--- config.mk ---
export PLATFORM = sky130hd
export DESIGN_NAME = encoder_speed_moving_average
export DESIGN_NICKNAME = d
export VERILOG_FILES = /design/src/rtl/core/esma_pkg.sv /design/src/rtl/core/esma_hist.sv /design/src/rtl/core/esma_div.sv /design/src/rtl/core/encoder_speed_moving_average.sv
export SDC_FILE = /design/constraint.sdc
export NUM_CORES = 2
export LEC_CHECK = 0
export ABC_AREA = 0
export BUFFER_PORTS_ARGS = -buffer_cell sky130_fd_sc_hd__buf_2
export CAP_MARGIN = 25
export CORE_MARGIN = 5
export CORE_UTILIZATION = 45
export DETAILED_ROUTE_END_ITERATION = 10
export HOLD_SLACK_MARGIN = 0.15
export MAX_ROUTING_LAYER = met4
export SYNTH_ARGS = -nofsm -noshare
export SYNTH_HDL_FRONTEND = slang
export SYNTH_SLANG_ARGS = --single-unit
--- constraint.sdc ---
create_clock -name clk -period 23.5 [get_ports clk]
set_input_delay 3.525 -clock clk [delete_from_list [all_inputs] [get_ports clk]]
set_output_delay 3.525 -clock clk [all_outputs]
set_load 0.005 [all_outputs]
--- src/rtl/core/esma_pkg.sv ---
// ---------------------------------------------------------------------------
// esma_pkg: shared constants for the encoder speed moving average
// Field widths, register indexes, reset values and parameter defaults.
// ---------------------------------------------------------------------------
`timescale 1ns / 1ps
`default_nettype none

package esma_pkg;

  // item field widths
  localparam int CNT_W   = 16;  // counter_value
  localparam int DELTA_W = 18;  // count_delta
  localparam int SPEED_W = 34;  // filtered_speed, scaled speed entries
  localparam int WRAP_W  = 16;  // wrap counter
  localparam int CFG_W   = 16;  // configuration registers

  localparam int OUT_DATA_W = 56;  // count_delta + filtered_speed, padded to bytes

  // configuration register indexes
  localparam int CFG_IDX_W = 2;
  localparam logic [CFG_IDX_W-1:0] REG_RELOAD = 2'd0;
  localparam logic [CFG_IDX_W-1:0] REG_THRESH = 2'd1;
  localparam logic [CFG_IDX_W-1:0] REG_GAIN   = 2'd2;

  // register reset values
  localparam logic [CFG_W-1:0] RST_RELOAD = 16'd20000;
  localparam logic [CFG_W-1:0] RST_THRESH = 16'd19000;
  localparam logic [CFG_W-1:0] RST_GAIN   = 16'd1;

  // parameter defaults
  localparam int HISTORY_DEPTH_DEF = 20;
  localparam int COUNT_WIDTH_DEF   = 16;

  // quotient bits resolved per divider cycle
  localparam int DIV_STEP = 8;

endpackage

`default_nettype wire

--- src/rtl/core/esma_hist.sv ---
// ---------------------------------------------------------------------------
// esma_hist: speed history memory
// One write and one registered read per cycle. Per-entry valid bits are
// cleared by reset; an entry never written reads as zero.
// ---------------------------------------------------------------------------
`timescale 1ns / 1ps
`default_nettype none

module esma_hist #(
  parameter int DEPTH  = 20,
  parameter int DATA_W = 34
) (
  input  wire logic                     clk,
  input  wire logic                     rst,
  input  wire logic [$clog2(DEPTH)-1:0] rd_addr,
  output logic      [DATA_W-1:0]        rd_data,
  input  wire logic                     wr_en,
  input  wire logic [$clog2(DEPTH)-1:0] wr_addr,
  input  wire logic [DATA_W-1:0]        wr_data
);

  logic [DATA_W-1:0] mem [DEPTH];
  logic [DEPTH-1:0]  valid;
  logic [DATA_W-1:0] rd_q;
  logic              rd_vld;

  always_ff @(posedge clk) begin
    if (wr_en) begin
      mem[wr_addr] <= wr_data;
    end
    rd_q <= mem[rd_addr];
  end

  always_ff @(posedge clk) begin
    if (rst) begin
      valid  <= '0;
      rd_vld <= 1'b0;
    end else begin
      if (wr_en) begin
        valid[wr_addr] <= 1'b1;
      end
      rd_vld <= valid[rd_addr];
    end
  end

  assign rd_data = rd_vld ? rd_q : '0;

endmodule

`default_nettype wire

--- src/rtl/core/esma_div.sv ---
// ---------------------------------------------------------------------------
// esma_div: iterative unsigned division by a constant
// Long division, DIV_STEP quotient bits per cycle; remainder stays narrow.
// ---------------------------------------------------------------------------
`timescale 1ns / 1ps
`default_nettype none

module esma_div #(
  parameter int DEPTH = 20,
  parameter int IN_W  = 39
) (
  input  wire logic            clk,
  input  wire logic            rst,
  input  wire logic            start,
  input  wire logic [IN_W-1:0] dividend,
  output logic                 done,
  output logic      [IN_W-1:0] quotient
);

  import esma_pkg::*;

  localparam int NCYC = (IN_W + DIV_STEP - 1) / DIV_STEP;
  localparam int NB   = NCYC * DIV_STEP;
  localparam int RW   = $clog2(DEPTH) + 1;
  localparam int CW   = $clog2(NCYC + 1);

  logic [NB-1:0] shreg;
  logic [NB-1:0] shreg_next;
  logic [RW-1:0] rem;
  logic [RW-1:0] rem_next;
  logic [CW-1:0] cnt;
  logic          busy;

  always_comb begin
    logic [RW:0] t;
    logic        qbit;
    rem_next   = rem;
    shreg_next = shreg;
    for (int i = 0; i < DIV_STEP; i++) begin
      t = {rem_next, shreg_next[NB-1]};
      qbit = 1'b0;
      if (t >= (RW+1)'(DEPTH)) begin
        t    = t - (RW+1)'(DEPTH);
        qbit = 1'b1;
      end
      rem_next   = t[RW-1:0];
      shreg_next = {shreg_next[NB-2:0], qbit};
    end
  end

  always_ff @(posedge clk) begin
    if (start) begin
      shreg <= NB'(dividend);
      rem   <= '0;
    end else if (busy) begin
      shreg <= shreg_next;
      rem   <= rem_next;
    end
  end

  always_ff @(posedge clk) begin
    if (rst) begin
      busy <= 1'b0;
      cnt  <= '0;
      done <= 1'b0;
    end else begin
      done <= 1'b0;
      if (start) begin
        busy <= 1'b1;
        cnt  <= CW'(NCYC);
      end else if (busy) begin
        cnt <= cnt - CW'(1);
        if (cnt == CW'(1)) begin
          busy <= 1'b0;
          done <= 1'b1;
        end
      end
    end
  end

  assign quotient = shreg[IN_W-1:0];

endmodule

`default_nettype wire

--- src/rtl/core/encoder_speed_moving_average.sv ---
// ---------------------------------------------------------------------------
// encoder_speed_moving_average: wheel speed from a quadrature counter
// Extends the counter with a wrap count, scales the count delta by an unsigned
// 16-bit integer gain and averages the last HISTORY_DEPTH scaled speeds.
// ---------------------------------------------------------------------------
// One item per sampling tick in, one result per item out. Items are handled
// one at a time: the sequencer steps through MUL0, TOT0, MUL1, TOT1, SCALE,
// SUB, ADD, ABS and START, waits in DIV until the divider finishes and waits
// in DONE until the result register can take the result. The mean is the
// history sum divided by the depth in an 8-bit-per-cycle long divider,
// truncating toward zero. The history lives in a small memory whose entries
// read as zero until first written, so there is no clearing pass after
// reset. The result register lets a new item in while a result waits.
// Configuration writes are always taken and must happen while idle.
// ---------------------------------------------------------------------------
`timescale 1ns / 1ps
`default_nettype none

module encoder_speed_moving_average #(
  parameter int HISTORY_DEPTH = esma_pkg::HISTORY_DEPTH_DEF,
  parameter int COUNT_WIDTH   = esma_pkg::COUNT_WIDTH_DEF
) (
  input  wire logic                                   clk,
  input  wire logic                                   rst,
  // input items
  input  wire logic                                   s_tvalid,
  output logic                                        s_tready,
  input  wire logic [esma_pkg::CNT_W-1:0]             s_tdata,  // [15:0] counter_value
  input  wire logic                                   s_tuser,  // [0] counting_down
  // result items
  output logic                                        m_tvalid,
  input  wire logic                                   m_tready,
  // [17:0] count_delta, [51:18] filtered_speed, [55:52] zero
  output logic      [esma_pkg::OUT_DATA_W-1:0]        m_tdata,
  output logic                                        m_tuser,  // [0] direction
  // configuration writes
  input  wire logic                                   cfg_valid,
  output logic                                        cfg_ready,
  input  wire logic [esma_pkg::CFG_IDX_W-1:0]         cfg_index,
  input  wire logic [esma_pkg::CFG_W-1:0]             cfg_data
);

  import esma_pkg::*;

  localparam int PTR_W  = $clog2(HISTORY_DEPTH);
  localparam int SUM_W  = SPEED_W + PTR_W;
  localparam int PROD_W = WRAP_W + CFG_W + 1;
  localparam int TOT_W  = PROD_W + 1;
  localparam int DIFF_W = TOT_W + 1;
  localparam int CNT_USED = (COUNT_WIDTH < CNT_W) ? COUNT_WIDTH : CNT_W;
  localparam logic [CNT_W:0] CNT_MASK = (CNT_W+1)'((1 << CNT_USED) - 1);
  localparam logic signed [DIFF_W-1:0] DELTA_MAX = DIFF_W'((1 << (DELTA_W-1)) - 1);
  localparam logic signed [DIFF_W-1:0] DELTA_MIN = -DIFF_W'(1 << (DELTA_W-1));

  localparam int ST_W = 4;
  localparam logic [ST_W-1:0] ST_IDLE  = 4'd0;
  localparam logic [ST_W-1:0] ST_MUL0  = 4'd1;
  localparam logic [ST_W-1:0] ST_TOT0  = 4'd2;
  localparam logic [ST_W-1:0] ST_MUL1  = 4'd3;
  localparam logic [ST_W-1:0] ST_TOT1  = 4'd4;
  localparam logic [ST_W-1:0] ST_SCALE = 4'd5;
  localparam logic [ST_W-1:0] ST_SUB   = 4'd6;
  localparam logic [ST_W-1:0] ST_ADD   = 4'd7;
  localparam logic [ST_W-1:0] ST_ABS   = 4'd8;
  localparam logic [ST_W-1:0] ST_START = 4'd9;
  localparam logic [ST_W-1:0] ST_DIV   = 4'd10;
  localparam logic [ST_W-1:0] ST_DONE  = 4'd11;

  // configuration
  logic [CFG_W-1:0] reload_value;
  logic [CFG_W-1:0] wrap_threshold;
  logic [CFG_W-1:0] speed_gain;

  // control and per-wheel state
  logic [ST_W-1:0]          state;
  logic [ST_W-1:0]          state_next;
  logic [WRAP_W-1:0]        wrap_count;
  logic [WRAP_W-1:0]        wrap_count_next;
  logic signed [TOT_W-1:0]  last_total;
  logic signed [SUM_W-1:0]  history_sum;
  logic [PTR_W-1:0]         history_pointer;

  // per-item working registers
  logic [CNT_W-1:0]          cnt_q;
  logic                      dir_q;
  logic signed [PROD_W-1:0]  prod_q;
  logic signed [DELTA_W-1:0] delta_q;
  logic signed [SPEED_W-1:0] scaled_q;
  logic [SUM_W-1:0]          mag_q;
  logic                      neg_q;

  // datapath
  logic signed [PROD_W-1:0]  wrap_ext;
  logic signed [PROD_W-1:0]  reload_ext;
  logic signed [PROD_W-1:0]  prod_full;
  logic signed [TOT_W-1:0]   total;
  logic signed [DIFF_W-1:0]  diff_fwd;
  logic signed [DIFF_W-1:0]  diff_back;
  logic signed [DIFF_W-1:0]  thr_ext;
  logic signed [DELTA_W-1:0] delta_sat;
  logic signed [SPEED_W-1:0] delta_ext;
  logic signed [SPEED_W-1:0] gain_ext;
  logic signed [SPEED_W-1:0] scaled_full;
  logic [SPEED_W-1:0]        old_speed;
  logic [SPEED_W-1:0]        quot_low;
  logic [SPEED_W-1:0]        speed_out;

  logic             div_start;
  logic             div_done;
  logic [SUM_W-1:0] div_quot;
  logic             out_load;

  assign cfg_ready = 1'b1;
  assign s_tready  = (state == ST_IDLE);
  assign div_start = (state == ST_START);
  assign out_load  = (state == ST_DONE) && (!m_tvalid || m_tready);

  always_ff @(posedge clk) begin
    if (rst) begin
      reload_value   <= RST_RELOAD;
      wrap_threshold <= RST_THRESH;
      speed_gain     <= RST_GAIN;
    end else if (cfg_valid) begin
      case (cfg_index)
        REG_RELOAD: reload_value   <= cfg_data;
        REG_THRESH: wrap_threshold <= cfg_data;
        REG_GAIN:   speed_gain     <= cfg_data;
        default: ;
      endcase
    end
  end

  always_comb begin
    wrap_ext    = {{(PROD_W-WRAP_W){wrap_count[WRAP_W-1]}}, wrap_count};
    reload_ext  = {{(PROD_W-CFG_W){1'b0}}, reload_value};
    prod_full   = wrap_ext * reload_ext;
    total       = {{(TOT_W-CNT_W){1'b0}}, cnt_q} + {prod_q[PROD_W-1], prod_q};
    diff_fwd    = {total[TOT_W-1], total} - {last_total[TOT_W-1], last_total};
    diff_back   = {last_total[TOT_W-1], last_total} - {total[TOT_W-1], total};
    thr_ext     = {{(DIFF_W-CFG_W){1'b0}}, wrap_threshold};
    if (diff_fwd > DELTA_MAX) begin
      delta_sat = DELTA_MAX[DELTA_W-1:0];
    end else if (diff_fwd < DELTA_MIN) begin
      delta_sat = DELTA_MIN[DELTA_W-1:0];
    end else begin
      delta_sat = diff_fwd[DELTA_W-1:0];
    end
    delta_ext   = {{(SPEED_W-DELTA_W){delta_q[DELTA_W-1]}}, delta_q};
    gain_ext    = {{(SPEED_W-CFG_W){1'b0}}, speed_gain};
    scaled_full = delta_ext * gain_ext;
    quot_low    = div_quot[SPEED_W-1:0];
    speed_out   = neg_q ? (SPEED_W'(0) - quot_low) : quot_low;
  end

  // at most one wrap correction per item
  always_comb begin
    wrap_count_next = wrap_count;
    if (diff_back > thr_ext) begin
      wrap_count_next = wrap_count + WRAP_W'(1);
    end else if (diff_fwd > thr_ext) begin
      wrap_count_next = wrap_count - WRAP_W'(1);
    end
  end

  always_comb begin
    state_next = state;
    case (state)
      ST_IDLE:  if (s_tvalid) state_next = ST_MUL0;
      ST_MUL0:  state_next = ST_TOT0;
      ST_TOT0:  state_next = ST_MUL1;
      ST_MUL1:  state_next = ST_TOT1;
      ST_TOT1:  state_next = ST_SCALE;
      ST_SCALE: state_next = ST_SUB;
      ST_SUB:   state_next = ST_ADD;
      ST_ADD:   state_next = ST_ABS;
      ST_ABS:   state_next = ST_START;
      ST_START: state_next = ST_DIV;
      ST_DIV:   if (div_done) state_next = ST_DONE;
      ST_DONE:  if (out_load) state_next = ST_IDLE;
      default:  state_next = ST_IDLE;
    endcase
  end

  always_ff @(posedge clk) begin
    if (rst) begin
      state           <= ST_IDLE;
      wrap_count      <= '0;
      last_total      <= '0;
      history_sum     <= '0;
      history_pointer <= '0;
    end else begin
      state <= state_next;
      if (state == ST_TOT0) begin
        wrap_count <= wrap_count_next;
      end
      if (state == ST_TOT1) begin
        last_total <= total;
      end
      if (state == ST_SUB) begin
        history_sum <= history_sum - {{(SUM_W-SPEED_W){old_speed[SPEED_W-1]}}, old_speed};
      end
      if (state == ST_ADD) begin
        history_sum <= history_sum + {{(SUM_W-SPEED_W){scaled_q[SPEED_W-1]}}, scaled_q};
        if (history_pointer == PTR_W'(HISTORY_DEPTH - 1)) begin
          history_pointer <= '0;
        end else begin
          history_pointer <= history_pointer + PTR_W'(1);
        end
      end
    end
  end

  always_ff @(posedge clk) begin
    if (s_tvalid && s_tready) begin
      cnt_q <= s_tdata & CNT_MASK[CNT_W-1:0];
      dir_q <= s_tuser;
    end
    if (state == ST_MUL0 || state == ST_MUL1) begin
      prod_q <= prod_full;
    end
    if (state == ST_TOT1) begin
      delta_q <= delta_sat;
    end
    if (state == ST_SCALE) begin
      scaled_q <= scaled_full;
    end
    if (state == ST_ABS) begin
      mag_q <= history_sum[SUM_W-1] ? (SUM_W'(0) - history_sum) : history_sum;
      neg_q <= history_sum[SUM_W-1];
    end
  end

  // result register
  always_ff @(posedge clk) begin
    if (rst) begin
      m_tvalid <= 1'b0;
    end else if (out_load) begin
      m_tvalid <= 1'b1;
    end else if (m_tready) begin
      m_tvalid <= 1'b0;
    end
  end

  always_ff @(posedge clk) begin
    if (out_load) begin
      m_tdata <= {(OUT_DATA_W-SPEED_W-DELTA_W)'(0), speed_out, delta_q};
      m_tuser <= dir_q;
    end
  end

  esma_hist #(
    .DEPTH  (HISTORY_DEPTH),
    .DATA_W (SPEED_W)
  ) u_hist (
    .clk     (clk),
    .rst     (rst),
    .rd_addr (history_pointer),
    .rd_data (old_speed),
    .wr_en   (state == ST_ADD),
    .wr_addr (history_pointer),
    .wr_data (scaled_q)
  );

  esma_div #(
    .DEPTH (HISTORY_DEPTH),
    .IN_W  (SUM_W)
  ) u_div (
    .clk      (clk),
    .rst      (rst),
    .start    (div_start),
    .dividend (mag_q),
    .done     (div_done),
    .quotient (div_quot)
  );

endmodule

`default_nettype wire
==> key figures <==
Clocking
  • CTS tree: yes
  • Post-CTS Repair Setup Buffers: 0
  • Clock root cell: clkbuf_16
  • Post-cts sizing count: 0
  • Num Clock Sinks: about 1100
  • CTS max path bufs: 3
  • Number of H-tree levels: 3
  • Clock Latency Late Sink: 0.77 ns
  • Hold-fix buffers, CTS: 0
  • Num CTS Buffers: 118
  • Clock Pin Slew Worst Setup and Hold Paths: 0.06 ns

Layout
  • Post-route cell area: 0.0788 mm²
  • Layout cells sized above 1: 10.1%
  • Synth-to-layout area growth: 9.41%
  • Final Core Density: between 40 and 50%
  • Nets: 7181

Hold path
  • HP Class: register to register

Setup path
  • Worst Setup End Kind: register
  • Crit path to: wrap_count[15]
  • Buf+Inv Stages, Crit Path: 2
  • Kind of cell adding the most delay to the critical path: compound AO/OA/AOI/OAI gates
  • Crit path DAT: 12.46 ns
  • CP Depth: 55
  • Crit-path slowest cell: or4_1
  • Worst reg2reg path startpoint: cnt_q[0]
  • CP Launch Type: register
  • Most used cell along the critical path: a21oi_1
  • Worst R2R End: wrap_count[15]
  • CP Data Required Time: 24.09 ns
  • CP max stage delay: between 0.5 and 0.6 ns
  • CP Class: register to register
  • Flop2flop setup slack: 11.63 ns
  • Register-to-Register Path Depth: 55
  • Worst Path Max Fanout: 16
  • Worst Setup SP: cnt_q[0]

Power and ir drop
  • Switch share: 40.0%
  • Pleak: 30.8 nW
  • Switching power: 3.34 mW
  • Maximum vdd drop: 0.000112 V
  • Sequential Power Share: 30.1%
  • Gate power share: 46.6%
  • P per Cell Area: about 110 mW/mm²
  • Internal power: between 5 and 6 mW
  • Clk pwr share: between 20% and 30%

STA
  • Min cycle time layout: 11.87 ns
  • Final Max Tran Viols: 0
  • Setup TNS: 0 ns
  • Final Hold Viols: 0
  • Fmax: about 0.084 GHz
  • Rel. slew slack: 27.4%
  • Hold WS: 0.436 ns
  • Final period utilization: between 50% and 60%
  • RSZ-0062 raised after global routing: false
  • Worst-margin pin slew: 1.09 ns
  • Clock Skews: around 0.079 ns
  • Final setup violation count: 0

Logic synthesis
  • Post-Syn Area: approximately 0.072 mm²
  • Synthesized instance count: between 6000 and 7000
  • Sequential share of the synthesized area: 44.0%
  • Synth Warn #: 0
  • EDFF count, synth: slightly above 900
  • Top cells by area, synth: edfxtp_1 (38%), fa_1 (14%), ha_1 (6.7%)
  • Top cell type by total area after synthesis: edfxtp_1
  • Yosys reg bits: 1128
  • Area share of the largest cell type after synthesis: 38.1%
  • Top_reg_cell synth: edfxtp_1
  • Post-synthesis cell type count: 103
  • Syn_area_per_cell: 11.5 µm²
  • Asr flop ratio synth: 0%

Floorplan
  • DIE WIDTH: 410 µm
  • Initial Util: 45.4%
  • Core ar.: 0.159 mm²
  • Die footprint: 0.168 mm²
  • Die H: 410 µm
  • # rows: 146
  • I/O pin cnt: 100

Routing
  • DRT iter0 DRCs: around 3600
  • DRT Pass-1 Iters: 5
  • Remaining DRCs: 0
  • Vias per std cell: 5.60
  • Avg WL per Cell: 22.1 µm
  • Final WL: 186000 µm
  • Post-DRT Antenna Nets: 0
  • Via count: approximately 47000

Flow run
  • Max_cap viols: 0

Global routing
  • GRT overflow: 0
  • GRT Total Usage: 22.9%
  • Antenna violations before repair: 5
  • Global-route wire length before repair: 291000 µm
  • Largest net degree at the start of global routing: 70
  • Number of global-route vias before repair: 48400

Place
  • GP Congestion: between 0.8 and 0.9
  • Area of placed instances: 0.0746 mm²
  • Port Buf Inserts: 94
  • Post-DP HPWL: 131000 µm

Outcome
  • Status: complete, no violations
-- metal layers --
layer	routed length [µm]	vias up	GRT usage [%]
li1	-	21700	-
met4	4610	0	5.23
met5	0	-	-
met1	82500	24100	30.9
met2	89300	1298	37.3
met3	9890	256	2.90
-- synth_stat cells (10+ instances only) --
cell type / instances
a22oi_1: 22
ha_1: 386
o31ai_1: 30
nand3_1: 75
nor2_1: 260
mux4_2: 175
a21boi_0: 16
and3_1: 34
xnor2_1: 229
o21a_1: 61
o21ai_0: 163
a31oi_1: 22
clkbuf_1: 245
mux2i_1: 42
dfxtp_1: 214
nor2b_1: 38
nor3_1: 72
inv_1: 733
nor3b_1: 11
nand2_1: 782
or4_1: 15
fa_1: 487
or2_2: 16
nand2b_1: 55
a211oi_1: 31
a31o_2: 10
a21oi_1: 343
o41ai_1: 15
a21o_1: 69
nor4_1: 17
and2_1: 244
or3_1: 27
xor2_1: 54
buf_1: 31
a221oi_1: 10
a221o_1: 40
mux2_2: 30
o21bai_1: 60
edfxtp_1: 914
o211ai_1: 19
nand4_1: 31
-- layout make-up --
| cell class | count | area [µm²] |
|---|---|---|
| antenna | 2 | 5.00 |
| clock buffer | 175 | 3420 |
| clock inverter | 49 | 694 |
| fill | 14000 | 79900 |
| inverter | 737 | 2770 |
| multi-input combinational | 4122 | 36600 |
| sequential | 1128 | 31700 |
| tap | 2072 | 2590 |
| timing repair buffer | 161 | 1020 |
-- kinds of logic after synthesis --
group                    Yosys count  share of synthesized area (%)
buffers and inverters           1028                           5.42
adder cells (fa/ha/maj)          874                           20.3
other                              2                         0.0104
multiplexers                     247                           6.52
AO/OA/AOI/OAI                    994                           9.06
AND/OR/NAND/NOR                 1719                           11.3
XOR/XNOR                         283                           3.44
flip-flops                      1128                           44.0
-- state kept, by name, indices dropped and copies added (netlist names), 18 cells and up --
register and flops:
delta_q 18, history_sum 39, last_total 34, m_tdata 52, mag_q 39, prod_q 33, scaled_q 34, u_div.shreg 40
u_hist.mem 680, u_hist.rd_q 34, u_hist.valid 20
-- power by group through the flow --
stage / Clock (mW) / Combinational [mW] / Sequential [mW]
floorplan: 0 / 3.03 / 2.43
global placement: 0 / 3.83 / 2.55
detailed placement: 0 / 3.87 / 2.55
CTS: 1.98 / 3.90 / 2.51
global route: 2.07 / 4.36 / 2.52
finish: 1.95 / 3.89 / 2.51
-- placed cells by master (no fill, tap or decap), types with 42 or more instances in the layout --
cell type and instances:
a21oi_1 343, o21bai_1 59, inv_1 733, mux2i_1 42, nand2b_1 55, edfxtp_1 914
mux4_2 175, nor2_1 243, buf_4 64, a21o_1 69, xnor2_1 229, and2_1 236
nand2_1 782, buf_2 93, xor2_1 54, nand3_1 75, fa_1 487, o21ai_0 163
o21a_1 61, ha_1 386, dfxtp_1 209, nor3_1 71, clkbuf_16 121
-- through the flow --
step	instances	setup slack (ns)	power, mW
after floorplan	6278	13.95	5.46
after global placement	8216	11.84	6.38
after detailed placement	8216	11.74	6.42
after CTS	8440	11.69	8.39
after global routing	8446	10.37	8.95
final	8446	11.63	8.35
-- worst min-delay path by stage --
stage | startpoint | endpoint | slack, ns | cells past startpoint
after detailed placement | dir_q | m_tuser | 0.42 | 0
final | dir_q | m_tuser | 0.44 | 0
after global placement | dir_q | m_tuser | 0.42 | 0
after floorplan | dir_q | m_tuser | 0.40 | 0
after global routing | dir_q | m_tuser | 0.44 | 0
after CTS | dir_q | m_tuser | 0.44 | 0
Power figures use the tool's default switching activity.
